===== src/rtl/core/dpwp_pkg.sv =====
// ----------------------------------------------------------------------------
// Depth pixel to world point: shared package
// Action codes, configuration register indexes, queue entry type and the
// fixed-point saturation helper; imported by the front and back sections.
// ----------------------------------------------------------------------------
package dpwp_pkg;

  typedef enum logic [1:0] {
    ACT_PIXEL  = 2'd0,
    ACT_LOAD   = 2'd1,
    ACT_COMMIT = 2'd2,
    ACT_NONE   = 2'd3
  } action_e;

  localparam logic [2:0] CFG_IFX = 3'd0;
  localparam logic [2:0] CFG_IFY = 3'd1;
  localparam logic [2:0] CFG_CX  = 3'd2;
  localparam logic [2:0] CFG_CY  = 3'd3;
  localparam logic [2:0] CFG_IDS = 3'd4;

  localparam logic signed [31:0] ONE_Q30 = 32'sh4000_0000;

  // Kinds of work that the front hands to the back.
  typedef enum logic [1:0] {
    JOB_PIXEL  = 2'd0,
    JOB_COMMIT = 2'd1,
    JOB_LOAD   = 2'd2
  } job_e;

  typedef struct packed {
    job_e        job;
    logic [12:0] u;
    logic [12:0] v;
    logic [15:0] depth;
    logic [7:0]  blue;
    logic [7:0]  green;
    logic [7:0]  red;
    logic [2:0]  pose_index;
    logic [31:0] pose_value;
  } job_t;

  // Saturate a 66-bit signed value to 32 bits.
  function automatic logic signed [31:0] sat32(input logic signed [65:0] x);
    logic signed [31:0] r;
    if (x > 66'sd2147483647) r = 32'sh7fff_ffff;
    else if (x < -66'sd2147483648) r = 32'sh8000_0000;
    else r = x[31:0];
    return r;
  endfunction

endpackage


===== src/rtl/core/dpwp_front.sv =====
// ----------------------------------------------------------------------------
// Depth pixel to world point: front section
// Accepts requests, drops zero-depth pixels, loads to pose index 7 and unused
// codes, and pushes the rest into a short queue toward the back section.
// ----------------------------------------------------------------------------
module dpwp_front #(
  parameter int COORD_BITS = 10,
  parameter int DEPTH_LOG2 = 2
) (
  input  logic                 clk_i,
  input  logic                 rst_ni,
  input  logic                 in_valid_i,
  output logic                 in_stall_o,
  input  logic [1:0]           action_i,
  input  logic [COORD_BITS-1:0] column_i,
  input  logic [COORD_BITS-1:0] row_i,
  input  logic [15:0]          depth_i,
  input  logic [7:0]           blue_i,
  input  logic [7:0]           green_i,
  input  logic [7:0]           red_i,
  input  logic [2:0]           pose_index_i,
  input  logic [31:0]          pose_value_i,
  output logic                 q_valid_o,
  input  logic                 q_pop_i,
  output dpwp_pkg::job_t       q_job_o
);
  import dpwp_pkg::*;

  localparam int Depth = 1 << DEPTH_LOG2;

  job_t                 mem_q [Depth];
  logic [DEPTH_LOG2:0]  wr_q, wr_d, rd_q, rd_d;
  logic [DEPTH_LOG2:0]  fill;
  logic                 accept, push;
  job_t                 job;

  assign fill       = wr_q - rd_q;
  assign in_stall_o = (fill == (DEPTH_LOG2+1)'(Depth));
  assign accept     = in_valid_i && !in_stall_o;

  always_comb begin
    job            = '0;
    job.u          = 13'(column_i);
    job.v          = 13'(row_i);
    job.depth      = depth_i;
    job.blue       = blue_i;
    job.green      = green_i;
    job.red        = red_i;
    job.pose_index = pose_index_i;
    job.pose_value = pose_value_i;
    push           = 1'b0;
    unique case (action_e'(action_i))
      ACT_PIXEL: begin
        job.job = JOB_PIXEL;
        push    = (depth_i != 16'd0);
      end
      ACT_LOAD: begin
        job.job = JOB_LOAD;
        push    = (pose_index_i != 3'd7);
      end
      ACT_COMMIT: begin
        job.job = JOB_COMMIT;
        push    = 1'b1;
      end
      default: push = 1'b0;
    endcase
  end

  assign wr_d = wr_q + (DEPTH_LOG2+1)'(accept && push);
  assign rd_d = rd_q + (DEPTH_LOG2+1)'(q_pop_i);

  always_ff @(posedge clk_i or negedge rst_ni) begin
    if (!rst_ni) begin
      wr_q <= '0;
      rd_q <= '0;
    end else begin
      wr_q <= wr_d;
      rd_q <= rd_d;
    end
  end

  always_ff @(posedge clk_i) begin
    if (accept && push) mem_q[wr_q[DEPTH_LOG2-1:0]] <= job;
  end

  assign q_valid_o = (fill != '0);
  assign q_job_o   = mem_q[rd_q[DEPTH_LOG2-1:0]];

  a_no_overflow: assert property (@(posedge clk_i) disable iff (!rst_ni)
    fill <= (DEPTH_LOG2+1)'(Depth)) else $error("queue overflow");
  a_pop_valid: assert property (@(posedge clk_i) disable iff (!rst_ni)
    q_pop_i |-> q_valid_o) else $error("pop from empty queue");
  a_full_stall: assert property (@(posedge clk_i) disable iff (!rst_ni)
    (fill == (DEPTH_LOG2+1)'(Depth)) |-> !accept) else $error("accept when full");
endmodule


===== config.mk =====
export PLATFORM = sky130hd
export DESIGN_NAME = dpwp_front
export DESIGN_NICKNAME = d
export VERILOG_FILES = /design/src/rtl/core/dpwp_pkg.sv /design/src/rtl/core/dpwp_front.sv
export SDC_FILE = /design/constraint.sdc
export NUM_CORES = 1
export LEC_CHECK = 0
export BUFFER_PORTS_ARGS = -buffer_cell sky130_fd_sc_hd__clkbuf_2
export CAP_MARGIN = 30
export CORE_MARGIN = 2
export CORE_UTILIZATION = 57
export CTS_CLUSTER_DIAMETER = 30
export DETAILED_ROUTE_END_ITERATION = 8
export GPL_ROUTABILITY_DRIVEN = 0
export PLACE_DENSITY = 0.79
export SYNTH_ARGS = -nofsm -noshare
export SYNTH_HDL_FRONTEND = slang
export SYNTH_SLANG_ARGS = --single-unit

===== constraint.sdc =====
create_clock -name clk_i -period 16.55 [get_ports clk_i]
set_input_delay 3.31 -clock clk_i [delete_from_list [all_inputs] [get_ports clk_i]]
set_output_delay 3.31 -clock clk_i [all_outputs]
set_load 0.02 [all_outputs]

After elaboration in Yosys (flattened, before gate mapping)
Memory sizes are Yosys's and may differ from the RTL's.
Index checks and enable logic that the tools add are counted.
- eq/ne operators: 4
- reduce and logical (&&, ||, !) cells: 6
- mux-type cells: 4
- $add $sub $neg: 3
- operator list (operator ; count):
    nonzero test 16 bit ; 1
    adder 3 x 1 -> 3 bit ; 2
    one-hot mux 2 bit (2 select lines) ; 1
    == test 3 bit, second input constant ; 1
    != test 3 bit, second input constant ; 1
    one-hot mux 1 bit (3 select lines) ; 1
    nonzero test 3 bit ; 1
    subtractor 3 bit ; 1
    == test 2 x 1 -> 1 bit, second input constant ; 1
    == test 2 bit, second input constant ; 1
    logical AND 1 bit ; 2
    logical NOT 2 bit ; 1
    2-to-1 mux 1 bit ; 2
    logical NOT 1 bit ; 1
- bits of input ports: 101
- output and inout port bits: 105
- word-level logic and storage cells: 20
- RAM bits: 388
- memories kept: 1
- flip-flop bits (word level): 6
- memory list (name ; depth ; width ; rd ports ; clocked after Yosys merged registers in ; write ports ; line ; RTL):
    mem_q ; 4 ; 97 ; 1 ; 0 ; 1 ; dpwp_front.sv:31 ; job_t mem_q [Depth];

Logic depth before layout (Yosys ltp)
Gate-level depths: netlist of the first run.
- depth in word-level cells: 7
- gate-level depth with buffers: 12
- mapped depth without buffers: 9

Least setup slack after synthesis of the first run
OpenSTA, ideal clock, no wires.
- kind: input to register
- start point: input port action_i[1]
- end point: memory mem_q[2][0] (netlist bit), enable pin
- buffers on the path: 0
- arrival: 13.822 ns
- library setup time: 0.826 ns
- path slack: 1.902 ns
- required time: 15.724 ns
- stages: 4
- cell sequence: and2b_1 -> nand2_1 -> a22o_4 -> nor4b_1
- cells in the longest elaborated chain, start to end: 5
- RTL lines (element ; line ; RTL):
    start, declared ; dpwp_front.sv:14 ; input logic [1:0] action_i,
    == test 2 bit (tied with other cells) ; dpwp_front.sv:52 ; unique case (action_e'(action_i))
    one-hot mux 1 bit (3 select lines) * ; dpwp_front.sv:52 ;
    logical AND 1 bit * ; dpwp_front.sv:83 ; if (accept && push) mem_q[wr_q[DEPTH_LOG2-1:0]] <= job;
    2-to-1 mux 1 bit * ; dpwp_front.sv:83 ;
    2-to-1 mux 1 bit (implied by the code) * ; dpwp_front.sv:83 ;
    end, declared ; dpwp_front.sv:31 ;
Every way passes the cells marked *; elsewhere a longest branch is shown, timed or not.

==> results.md, run 1 <==
* Class of the most critical hold timing path: reg2reg
* Residual antenna-violating net count after detailed routing at 0
* Cells resized by post-CTS repair at 0
* Area overhead of the layout relative to synthesis at 26.92%
* Die X at 163.2 microns
* Share of the clock period used by the worst path after layout at 37.31%
* Reg2reg path depth at 8
* Non-filler cells, final at 1198
* Crit Path Class: reg2out
* Row count at a little under 60
* CTS Root Buffer Type: sky130_fd_sc_hd__clkbuf_16
* Worst Hold Endpoint: rd_q[2]$_DFF_PN0_
* Total setup violations reported at the end of the flow at 0
* Number of top-level pins at 206
* Static leakage power at 6.434 nW
* Max IR drop VDD at 0.0001339 V
* Number of buffers created by CTS at 69
* Syn Std Cell Area at 14440 sq um
* Global-route wire length before repair at approximately 43 mm
* Setup repair after global routing missed its margin: false
* Post-detailed-placement half-perimeter wirelength at ~16 mm
* Post-Syn Area per Cell at around 26 sq um
* Time the worst path needs with I/O delays and setup at 6.175 ns
* Worst hold slack at 0.5002 ns
* Pins over their slew limit at 0
* Total grt overflow at 0
* CTS tree: built
* Vertical extent of the die at 163.2 microns
* Power density over the cells at about 200 nW/um^2
* Placeable core area at 25040 sq um
* Area enclosed by the die boundary at 26620 sq um
* Total global routing track utilization at 21.93%
* Sinks on the clock net at 394
* Tightest Pin Transition at 0.8879 ns
* Count of buffers inserted at the top-level ports at around 200
* Max cap viols at 0
* Data required time at the worst endpoint at 13.24 ns
* CP startpoint kind: flop
* Number of buffers inserted by post-CTS setup repair at 0
* Crit end category: output pin
* Fin util at between 70% and 80%
* Post-layout net count at 924
* Largest net degree at the start of global routing at 68
* Post-DR vias/cell at roughly 5.7
* Via count of the first global-routing pass at between 7000 and 8000
* Yosys warning total at 0
* Cts hold-fix bufs at 0
* Number of hold violations in the final report at 0
* Hold depth at 1
* Worst skew pair latency at approximately 0.54 ns
* Syn Inst Count at about 550
* R2R Path Start: rd_q[0]$_DFF_PN0_
* Max Clk Rate at 161.9 MHz
* R2r setup slk at 13.38 ns
* Antenna violations before repair at 2
* Proportion of synthesized chip area in sequential cells at 81.74%
* Number of vias in the routed layout at between 6000 and 7000
* Worst-case clock buffer depth at 3
* Hold Crit Start: rd_q[2]$_DFF_PN0_
* Placed instance count at 1071
* Routed wire length at 28.47 mm
* Average wire per cell in the routed design at 23.77 microns
* Result of the run: completed
* Deepest level of the CTS H-tree at 3
* Initial cell density of the core at 57.67%
* Seq cells post-synth at 394
* Skew final at 0.01967 ns
* Number of optimization iterations in the first detailed-route pass at 4
* Post-route DRC violation count at 0
* Share of final-layout standard cells stronger than drive strength 1 at 49.94%
* Violation count after the first detailed-route iteration at 708
* Cell variety after synth at 25
* Max-Slew Margin vs Limit at 40.81%
* Reg-to-reg endpoint: mem_q[2][44]$_DFFE_PP_
* Total negative slack for setup checks at 0 ns
* Data arrival time of the critical path at 2.87 ns
* Crit Path Max Fanout at 47
* Clock-pin transition on the worst setup and hold timing paths at 0.05 ns
-- worst max-delay path, cell delays in order, from the launching register on --
cell                       delay [ns]
sky130_fd_sc_hd__dfrtp_4         0.66
sky130_fd_sc_hd__buf_16          0.30
sky130_fd_sc_hd__buf_4           0.24
sky130_fd_sc_hd__buf_16          0.32
sky130_fd_sc_hd__mux4_2          0.60
sky130_fd_sc_hd__clkbuf_2        0.18
-- per-layer routing --
layer  share of wire [%]  global-route usage (%)
met1                  39                   29.25
met2                  51                   34.98
met3                 8.1                   6.805
met4                 2.3                   7.401
met5                   0                       0
-- kinds of logic (layout without fill, tap and decap cells) --
family | count (synthesis) | after routing | share of synthesized area [%]
other cells | 1 | 7 | 0.02597
xor+xnor | 4 | 4 | 0.2427
simple gates | 19 | 19 | 0.8580
flops | 394 | 394 | 81.74
compound gates | 3 | 3 | 0.3467
mux | 97 | 97 | 15.13
fa+ha+maj | 6 | 6 | 0.5200
buf+inv | 30 | 338 | 1.135
-- synth_stat cells --
master | number | area, sq um
sky130_fd_sc_hd__inv_1 | 2 | 7.510
sky130_fd_sc_hd__o21ai_1 | 1 | 5.000
sky130_fd_sc_hd__xor2_1 | 3 | 26.28
sky130_fd_sc_hd__dfrtp_1 | 6 | 150.1
sky130_fd_sc_hd__nor4_1 | 4 | 25.02
sky130_fd_sc_hd__nand3_1 | 1 | 5.000
sky130_fd_sc_hd__xnor2_1 | 1 | 8.760
sky130_fd_sc_hd__buf_2 | 8 | 40.04
sky130_fd_sc_hd__buf_4 | 11 | 82.58
sky130_fd_sc_hd__and3_2 | 1 | 7.510
sky130_fd_sc_hd__a22o_4 | 1 | 17.52
sky130_fd_sc_hd__edfxtp_1 | 388 | 11650
sky130_fd_sc_hd__ha_1 | 6 | 75.07
sky130_fd_sc_hd__or4_4 | 1 | 11.26
sky130_fd_sc_hd__mux4_2 | 97 | 2185
sky130_fd_sc_hd__nor4b_1 | 1 | 8.760
sky130_fd_sc_hd__nor2b_1 | 2 | 12.51
sky130_fd_sc_hd__clkbuf_1 | 9 | 33.78
sky130_fd_sc_hd__nor3_1 | 2 | 10.01
sky130_fd_sc_hd__a2111oi_4 | 1 | 27.53
sky130_fd_sc_hd__nand3_4 | 1 | 17.52
sky130_fd_sc_hd__and2b_1 | 1 | 7.510
sky130_fd_sc_hd__conb_1 | 1 | 3.750
sky130_fd_sc_hd__nor2_1 | 2 | 7.510
sky130_fd_sc_hd__nand2_1 | 3 | 11.26
-- through the flow --
| step | instance area [sq um] | total power [mW] | worst slack [ns] |
|---|---|---|---|
| after floorplan | 14460 | 2.029 | 1.902 |
| after global placement | 15820 | 2.256 | 10.31 |
| after detailed placement | 15840 | 2.292 | 10.63 |
| after CTS | 18180 | 3.714 | 10.04 |
| after global routing | 18320 | 3.841 | 10.14 |
| final | 18320 | 3.692 | 10.37 |
-- area by class of cell --
class | count | area (sq um)
multi-input combinational | 135 | 2515
sequential | 394 | 11810
fill | 1416 | 6713
inverter | 2 | 7.507
tap | 330 | 412.9
clock buffer | 74 | 1745
antenna | 1 | 2.502
clock inverter | 47 | 595.6
timing repair buffer | 215 | 1236
-- power breakdown --
part / total (mW) / internal [mW] / switching (mW)
Clock: 1.41 / 0.939 / 0.467
Sequential: 1.34 / 1.27 / 0.0725
Combinational: 0.945 / 0.392 / 0.553
Total: 3.69 / 2.60 / 1.09
-- how the worst max path moves through the flow --
stage	cells after the start	slack, ns	from	to
after global placement	3	10.31	rd_q[0]$_DFF_PN0_	q_job_o[77]
after CTS	4	10.04	rd_q[0]$_DFF_PN0_	q_job_o[36]
after floorplan	4	1.90	action_i[1]	mem_q[2][0]$_DFFE_PP_
after detailed placement	4	10.63	rd_q[0]$_DFF_PN0_	q_job_o[10]
final	5	10.37	rd_q[0]$_DFF_PN0_	q_job_o[36]
after global routing	5	10.14	rd_q[0]$_DFF_PN0_	q_job_o[36]
-- state kept, by name, summed over array words and instances, names as in the netlist --
register	flops
rd_q	3
wr_q	3
mem_q	388
-- cells in the final DEF (no fill, tap or decap), types with 2 or more instances in the layout --
master / n
sky130_fd_sc_hd__edfxtp_1: 388
sky130_fd_sc_hd__clkbuf_2: 199
sky130_fd_sc_hd__mux4_2: 97
sky130_fd_sc_hd__clkbuf_16: 69
sky130_fd_sc_hd__bufinv_16: 11
sky130_fd_sc_hd__buf_4: 10
sky130_fd_sc_hd__clkinv_4: 9
sky130_fd_sc_hd__clkinvlp_4: 7
sky130_fd_sc_hd__clkinv_2: 7
sky130_fd_sc_hd__ha_1: 6
sky130_fd_sc_hd__conb_1: 6
sky130_fd_sc_hd__clkinv_1: 6
sky130_fd_sc_hd__buf_16: 6
sky130_fd_sc_hd__inv_6: 5
sky130_fd_sc_hd__clkbuf_1: 5
sky130_fd_sc_hd__dfrtp_1: 4
sky130_fd_sc_hd__xor2_1: 3
sky130_fd_sc_hd__nand2_1: 3
sky130_fd_sc_hd__nor2b_1: 2
sky130_fd_sc_hd__nor2_1: 2
sky130_fd_sc_hd__nor4_1: 2
sky130_fd_sc_hd__inv_1: 2
sky130_fd_sc_hd__nor4_2: 2
sky130_fd_sc_hd__clkinv_8: 2
sky130_fd_sc_hd__dfrtp_4: 2
(Power assumes the default switching activity.)
==> inputs of run 2 (changes only) <==
- ABC_AREA: unset -> 1
- CORE_UTILIZATION: 57 -> 51
- PLACE_DENSITY: 0.79 -> 0.75
- clock period: 16.55 -> 5.5 ns (I/O delays scaled with it)
==> run 2 against run 1 <==
  * Sequential power increased to 2.9 times the previous value
  * Final area increased by 2.5%
  * Setup slack got worse by 8.9 ns
  * Flip-flop and latch count unchanged
  * Synthesized cell count increased by 84%
  * Worst hold slack got worse by 0.12 ns
  * Clock power increased to 3.2 times the previous value
  * Area after synthesis increased by 2.9%
  * Highest routed layer is now met5
==> results.md, run 2 <==
* Met1 track demand over resource at 26.78%
* GR Util met3 at 6.527%
* Destination of the critical timing path: q_job_o[68]
* Via count of the first global-routing pass at 9319
* Time the worst path needs with I/O delays and setup at roughly 4.0 ns
* Setup repair after global routing missed its margin: false
* Vertical extent of the die at roughly 170 microns
* Result of the run: completed
* Clock-pin transition on the worst setup and hold timing paths at 0.05 ns
* R2r setup slk at 2.49 ns
* Top post-synthesis cells by area: sky130_fd_sc_hd__edfxtp_1 78%, sky130_fd_sc_hd__nor2_1 5.3%, sky130_fd_sc_hd__o22ai_1 4.1%
* Number of vias in the routed layout at 9251
* Non-filler cells, final at 1697
* Worst hold slack at 0.3781 ns
* Syn Std Cell Area at 14860 sq um
* Highest-count cells in the layout ignoring fill and taps: 388 x sky130_fd_sc_hd__edfxtp_1, 207 x sky130_fd_sc_hd__nor2_1, 199 x sky130_fd_sc_hd__clkbuf_2, 111 x sky130_fd_sc_hd__o21ai_0, 97 x sky130_fd_sc_hd__o22ai_1
* Area overhead of the layout relative to synthesis at 26.44%
* Placed instance count at 1554
* Proportion of synthesized chip area in sequential cells at 79.43%
* Max IR drop VDD at 0.0004218 V
* Number of buffers inserted by post-CTS setup repair at 0
* Syn Inst Count at between 1000 and 1500
* Deepest level of the CTS H-tree at 3
* Launch point of the worst path: rd_q[0]$_DFF_PN0_
* Cells along the critical path: inv_6 -> buf_12 -> nor2_1 -> o22ai_1 -> clkbuf_2
* Die X at approximately 170 microns
* Post-route DRC violation count at 0
* Worst-case clock buffer depth at 3
* CP max-delay cell: sky130_fd_sc_hd__dfrtp_4
* Library cell with the highest instance count after synthesis: sky130_fd_sc_hd__edfxtp_1
* Critical Path Max Stage Delay at roughly 0.66 ns
* Class of the most critical hold timing path: in2async
* Routed wire length at 31.85 mm
* R2R Path Start: rd_q[0]$_DFF_PN0_
* Worst skew pair latency at roughly 0.54 ns
* Area enclosed by the die boundary at 30510 sq um
* Commonest cells in the netlist: 388 x sky130_fd_sc_hd__edfxtp_1, 211 x sky130_fd_sc_hd__nor2_1, 111 x sky130_fd_sc_hd__o21ai_0, 97 x sky130_fd_sc_hd__o22ai_1, 83 x sky130_fd_sc_hd__o21ai_1
* Sinks on the clock net at 394
* Initial cell density of the core at approximately half
* Data required time at the worst endpoint at 4.40 ns
* Max cap viols at 0
* Crit Path Class: reg2out
* Largest net degree at the start of global routing at between 100 and 150
* Dominant synthesized flop cell: sky130_fd_sc_hd__edfxtp_1
* Pins over their slew limit at 0
* Static leakage power at roughly 6.7 nW
* Leading cell type in the layout, fill and taps excluded: sky130_fd_sc_hd__edfxtp_1
* Async set-or-reset flop fraction in the synthesized netlist at 1.523%
* Top cell type's share of synthesized area at 78.42%
* Number of hold violations in the final report at 0
* Number of optimization iterations in the first detailed-route pass at 5
* Number of enable flip-flop cells after synthesis at approximately 390
* Number of top-level pins at 206
* Row count at a little over 60
* Cell variety after synth at 19
* Flip-flop count of the largest register after layout at between 300 and 400
* CTS tree: built
* Most used routing layer: met2
* Power density over the cells at 642.5 nW/um^2
* Seq cells post-synth at 394
* Data arrival time of the critical path at 2.93 ns
* Crit end category: output pin
* Post-layout net count at ~1400
* Routing usage on met2 at 34.12%
* Share of the clock period used by the worst path after layout at 73.19%
* Post-Syn Area per Cell at between 10 and 15 sq um
* Fin util at 65.45%
* Max-Slew Margin vs Limit at 35.66%
* Global-route wire length before repair at roughly 49 mm
* Number of buffers created by CTS at 76
* Tightest Pin Transition at between 0.9 and 1 ns
* CP startpoint kind: flop
* CTS Root Buffer Type: sky130_fd_sc_hd__clkbuf_16
* Post-synth top area cell: sky130_fd_sc_hd__edfxtp_1
* Yosys warning total at 0
* Reg2reg path depth at 10
* Share of final-layout standard cells stronger than drive strength 1 at 26.70%
* Stages on the worst setup path at 5
* Combined buffer and inverter count along the critical path at 3
* Post-detailed-placement half-perimeter wirelength at 16.82 mm
* Post-DR vias/cell at approximately 5.5
* Total global routing track utilization at 20.86%
* Violation count after the first detailed-route iteration at 615
* Crit Path Max Fanout at 107
* Max Clk Rate at 248.4 MHz
* Antenna violations before repair at 3
* Cts hold-fix bufs at 0
* Filler instances at 2025
* Reg-to-reg endpoint: mem_q[2][84]$_DFFE_PP_
* Residual antenna-violating net count after detailed routing at 0
* Cells resized by post-CTS repair at 0
* Kind of cell adding the most delay to the critical path: buffers and inverters
* Average wire per cell in the routed design at 18.77 microns
* Total grt overflow at 0
* Count of buffers inserted at the top-level ports at roughly 200
* Skew final at around 0.016 ns
* Placeable core area at around 29000 sq um
* Total setup violations reported at the end of the flow at 0
run 2: cell types whose count changed after synthesis, sizes merged, moves of 23 or more:
cell   before  now
mux4       97    0
o21ai       1  194
nand2       3   26
buf        19   47
o22ai       0   97
nor2        2  211
run 2: cell type report:
| type | instances | area (sq um) | share of cell area [%] |
|---|---|---|---|
| Sequential cell | 394 | 11810 | 62.86 |
| Inverter | 14 | 58.81 | 0.3130 |
| Antenna cell | 2 | 5.005 | 0.02664 |
| Clock buffer | 87 | 2028 | 10.80 |
| Clock inverter | 54 | 570.5 | 3.037 |
| Timing Repair Buffer | 216 | 1201 | 6.394 |
| Multi-Input combinational cell | 546 | 2633 | 14.01 |
| Tap cell | 384 | 480.5 | 2.558 |
run 2: per-stage QoR:
| stage | total power, mW | instance area (sq um) | TNS (ns) | setup WS, ns |
|---|---|---|---|---|
| 4_1_cts | 12.18 | 18780 | 0 | 1.412 |
| 3_5_place_dp | 7.601 | 16180 | 0 | 1.997 |
| 3_3_place_gp | 7.478 | 16130 | 0 | 2.054 |
| 2_1_floorplan | 6.461 | 14880 | -276.33 | -0.7122 |
| 6_report | 12.07 | 18790 | 0 | 1.474 |
| 5_1_grt | 12.66 | 18780 | 0 | 1.294 |
run 2: how the worst min path moves through the flow:
| stage | slack [ns] | end | cells past startpoint | start |
|---|---|---|---|---|
| finish | 0.38 | rd_q[2]$_DFF_PN0_ | 1 | rst_ni |
| global route | 0.36 | rd_q[2]$_DFF_PN0_ | 1 | rst_ni |
| CTS | 0.35 | rd_q[2]$_DFF_PN0_ | 1 | rst_ni |
| detailed placement | 0.51 | rd_q[2]$_DFF_PN0_ | 1 | rd_q[2]$_DFF_PN0_ |
| global placement | 0.50 | rd_q[2]$_DFF_PN0_ | 1 | rd_q[2]$_DFF_PN0_ |
| floorplan | 0.48 | wr_q[2]$_DFF_PN0_ | 1 | wr_q[2]$_DFF_PN0_ |
run 2: power breakdown:
part           internal (mW)  switching (mW)  leakage (nW)  total [mW]
clock                   3.02            1.53          1.25        4.54
sequential              3.80           0.148          3.59        3.95
combinational           1.02            2.55          1.90        3.58
total                   7.84            4.23          6.74        12.1
run 2: per-layer routing:
metal	wire, microns	part of all wire (%)	up-vias
met3	2642	8.3	50
li1	-	-	4314
met4	551	1.7	2
met5	13	0.041	-
met2	15510	49	351
met1	13130	41	4534
run 2: kinds of logic after synthesis:
| family | after synthesis | share of synthesized area [%] |
|---|---|---|
| flops | 394 | 79.43 |
| other cells | 1 | 0.02524 |
| compound gates | 293 | 10.69 |
| fa+ha+maj | 6 | 0.5053 |
| xor+xnor | 2 | 0.1179 |
| simple gates | 239 | 6.055 |
| buf+inv | 82 | 3.175 |
run 2: worst register-to-register path, stage by stage (launching register included):
cell	delay (ns)
sky130_fd_sc_hd__dfrtp_4	0.72
sky130_fd_sc_hd__ha_1	0.24
sky130_fd_sc_hd__inv_1	0.05
sky130_fd_sc_hd__a21oi_1	0.12
sky130_fd_sc_hd__nand2_1	0.08
sky130_fd_sc_hd__nand3_1	0.10
sky130_fd_sc_hd__nand2_1	0.07
sky130_fd_sc_hd__inv_1	0.06
sky130_fd_sc_hd__nand2_1	0.23
sky130_fd_sc_hd__nor2_4	0.16
sky130_fd_sc_hd__buf_4	0.73
==> inputs of run 3 (changes only) <==
- clock period: 5.5 -> 3.6 ns (I/O delays scaled with it)
==> run 3 against run 2 <==
  * Critical path depth unchanged
  * Non-clock buffer count up 6
  * Combinational power up 55%
  * Sequential share of layout area decreased by 0.33 points
  * Final area grew 0.53%
==> results.md, run 3 (synthesis results as in run 2) <==
* Result of the run: completed
* Share of the clock period used by the worst path after layout at between 80% and 90%
* Total global routing track utilization at 20.29%
* Max IR drop VDD at 0.0006059 V
* Global-route wire length before repair at between 40 and 50 mm
* Worst-case clock buffer depth at 3
* Violation count after the first detailed-route iteration at 762
* Crit Path Max Fanout at 70
* Crit Path Class: reg2out
* R2r setup slk at 0.96 ns
* Worst Hold Endpoint: mem_q[2][21]$_DFFE_PP_
* Post-detailed-placement half-perimeter wirelength at 16.84 mm
* Setup repair after global routing missed its margin: false
* Worst skew pair latency at approximately 0.56 ns
* Initial cell density of the core at approximately half
* Residual antenna-violating net count after detailed routing at 0
* Vertical extent of the die at about 170 microns
* Non-filler cells, final at 1690
* Worst hold slack at 0.3717 ns
* Largest net degree at the start of global routing at 98
* Placed instance count at approximately 1600
* R2R Path Start: rd_q[1]$_DFF_PN0_
* Number of vias in the routed layout at 9155
* Reg2reg path depth at 10
* Antenna violations before repair at 2
* Max-Slew Margin vs Limit at a little under half
* Area enclosed by the die boundary at about 31000 sq um
* Filler instances at 2016
* Total grt overflow at 0
* Die X at 174.7 microns
* Average wire per cell in the routed design at 18.39 microns
* Row count at 62
* Number of buffers inserted by post-CTS setup repair at 0
* Max Clk Rate at 317.7 MHz
* Hold depth at 1
* Time the worst path needs with I/O delays and setup at 3.148 ns
* Tightest Pin Transition at just over 0.8 ns
* Area overhead of the layout relative to synthesis at 27.11%
* Via count of the first global-routing pass at 9122
* Deepest level of the CTS H-tree at 3
* Power density over the cells at 984.8 nW/um^2
* Crit end category: output pin
* Data required time at the worst endpoint at 2.88 ns
* CTS tree: built
* CTS Root Buffer Type: sky130_fd_sc_hd__clkbuf_16
* Skew final at about 0.032 ns
* Class of the most critical hold timing path: in2reg
* Sinks on the clock net at 394
* Hold Crit Start: pose_value_i[21]
* Number of optimization iterations in the first detailed-route pass at 5
* Highest-count cells in the layout ignoring fill and taps: 388 x sky130_fd_sc_hd__edfxtp_1, 207 x sky130_fd_sc_hd__nor2_1, 199 x sky130_fd_sc_hd__clkbuf_2, 111 x sky130_fd_sc_hd__o21ai_0, 97 x sky130_fd_sc_hd__o22ai_1
* Count of buffers inserted at the top-level ports at between 150 and 200
* CP startpoint kind: flop
* Post-layout net count at 1357
* Number of hold violations in the final report at 0
* Cells resized by post-CTS repair at 0
* Share of final-layout standard cells stronger than drive strength 1 at about a quarter
* Flip-flop count of the largest register after layout at approximately 390
* PnR Total Power at 18.60 mW
* Total setup violations reported at the end of the flow at 0
* Max cap viols at 0
* Pins over their slew limit at 0
* Post-route DRC violation count at 0
* Post-DR vias/cell at 5.417
* Number of buffers created by CTS at approximately 70
* Placeable core area at 28700 sq um
* Clock-pin transition on the worst setup and hold timing paths at around 0.050 ns
* Leading cell type in the layout, fill and taps excluded: sky130_fd_sc_hd__edfxtp_1
* Reg-to-reg endpoint: mem_q[3][76]$_DFFE_PP_
* Routed wire length at 31.08 mm
* Static leakage power at 6.787 nW
* Number of top-level pins at ~210
* Data arrival time of the critical path at 2.43 ns
-- run 3: cell count changes in the layout (fill, tap and decap cells not counted) --
cell                            delta
sky130_fd_sc_hd__clkinv_4          -8
sky130_fd_sc_hd__inv_6             -4
sky130_fd_sc_hd__buf_12            +5
sky130_fd_sc_hd__dlygate4sd3_1     +1
sky130_fd_sc_hd__clkinv_2          +2
sky130_fd_sc_hd__clkbuf_16         -7
sky130_fd_sc_hd__buf_16            -1
sky130_fd_sc_hd__diode_2           -1
sky130_fd_sc_hd__bufinv_16         +8
sky130_fd_sc_hd__inv_8             -1
sky130_fd_sc_hd__clkinvlp_4        -5
sky130_fd_sc_hd__buf_4             +1
sky130_fd_sc_hd__clkinv_16         +3
-- run 3: power by group --
part	total (mW)	switching, mW	leakage [nW]	internal, mW
registers	5.97	0.161	3.59	5.80
logic	5.55	3.94	1.94	1.61
clock network	7.09	2.26	1.26	4.83
total	18.6	6.35	6.79	12.2
-- run 3: worst max-delay path by stage --
stage,from,end,cells past startpoint
6_report,rd_q[0]$_DFF_PN0_,q_job_o[60],5
3_5_place_dp,action_i[0],mem_q[3][81]$_DFFE_PP_,8
4_1_cts,rd_q[0]$_DFF_PN0_,q_job_o[68],5
5_1_grt,rd_q[0]$_DFF_PN0_,q_job_o[68],5
2_1_floorplan,rd_q[1]$_DFF_PN0_,mem_q[3][0]$_DFFE_PP_,11
3_3_place_gp,rd_q[0]$_DFF_PN0_,q_job_o[68],4
-- run 3: routing by layer --
layer / wire length (microns) / track usage, % / up-vias
li1: - / - / 4309
met1: 12650 / 25.72 / 4475
met2: 15040 / 32.71 / 312
met3: 2630 / 6.658 / 57
met4: 741 / 7.847 / 2
met5: 14 / 0 / -
-- run 3: timing repair --
action | 4_1_cts | 5_1_grt
endpoints found under the setup margin | 0 | 0
hold endpoints to repair | 6 | 0
hold buffers | 1 | 0
-- run 3: per-stage QoR --
stage	utilization (%)	instance area (sq um)	worst slack [ns]	setup TNS, ns
after CTS	65.78	18880	0.4212	0
after detailed placement	56.66	16260	0.8625	0
after global routing	65.78	18880	0.2704	0
after global placement	56.56	16230	0.8798	0
after floorplan	-	14890	-1.024	-397.41
final	65.79	18880	0.4520	0
-- run 3: area by class of cell --
| cell class | count | area [sq um] | share of cell area [%] |
|---|---|---|---|
| antenna | 1 | 2.502 | 0.01325 |
| clock buffer | 80 | 1853 | 9.812 |
| clock inverter | 49 | 757.0 | 4.008 |
| inverter | 14 | 58.81 | 0.3114 |
| multi-input combinational | 546 | 2633 | 13.94 |
| sequential | 394 | 11810 | 62.53 |
| tap | 384 | 480.5 | 2.544 |
| timing repair buffer | 222 | 1291 | 6.838 |
-- run 3: worst max-delay path: stages, from the launching register on --
cell                       delay [ns]
sky130_fd_sc_hd__dfrtp_4         0.45
sky130_fd_sc_hd__buf_4           0.45
sky130_fd_sc_hd__buf_16          0.32
sky130_fd_sc_hd__o21ai_0         0.15
sky130_fd_sc_hd__o22ai_1         0.25
sky130_fd_sc_hd__clkbuf_2        0.21
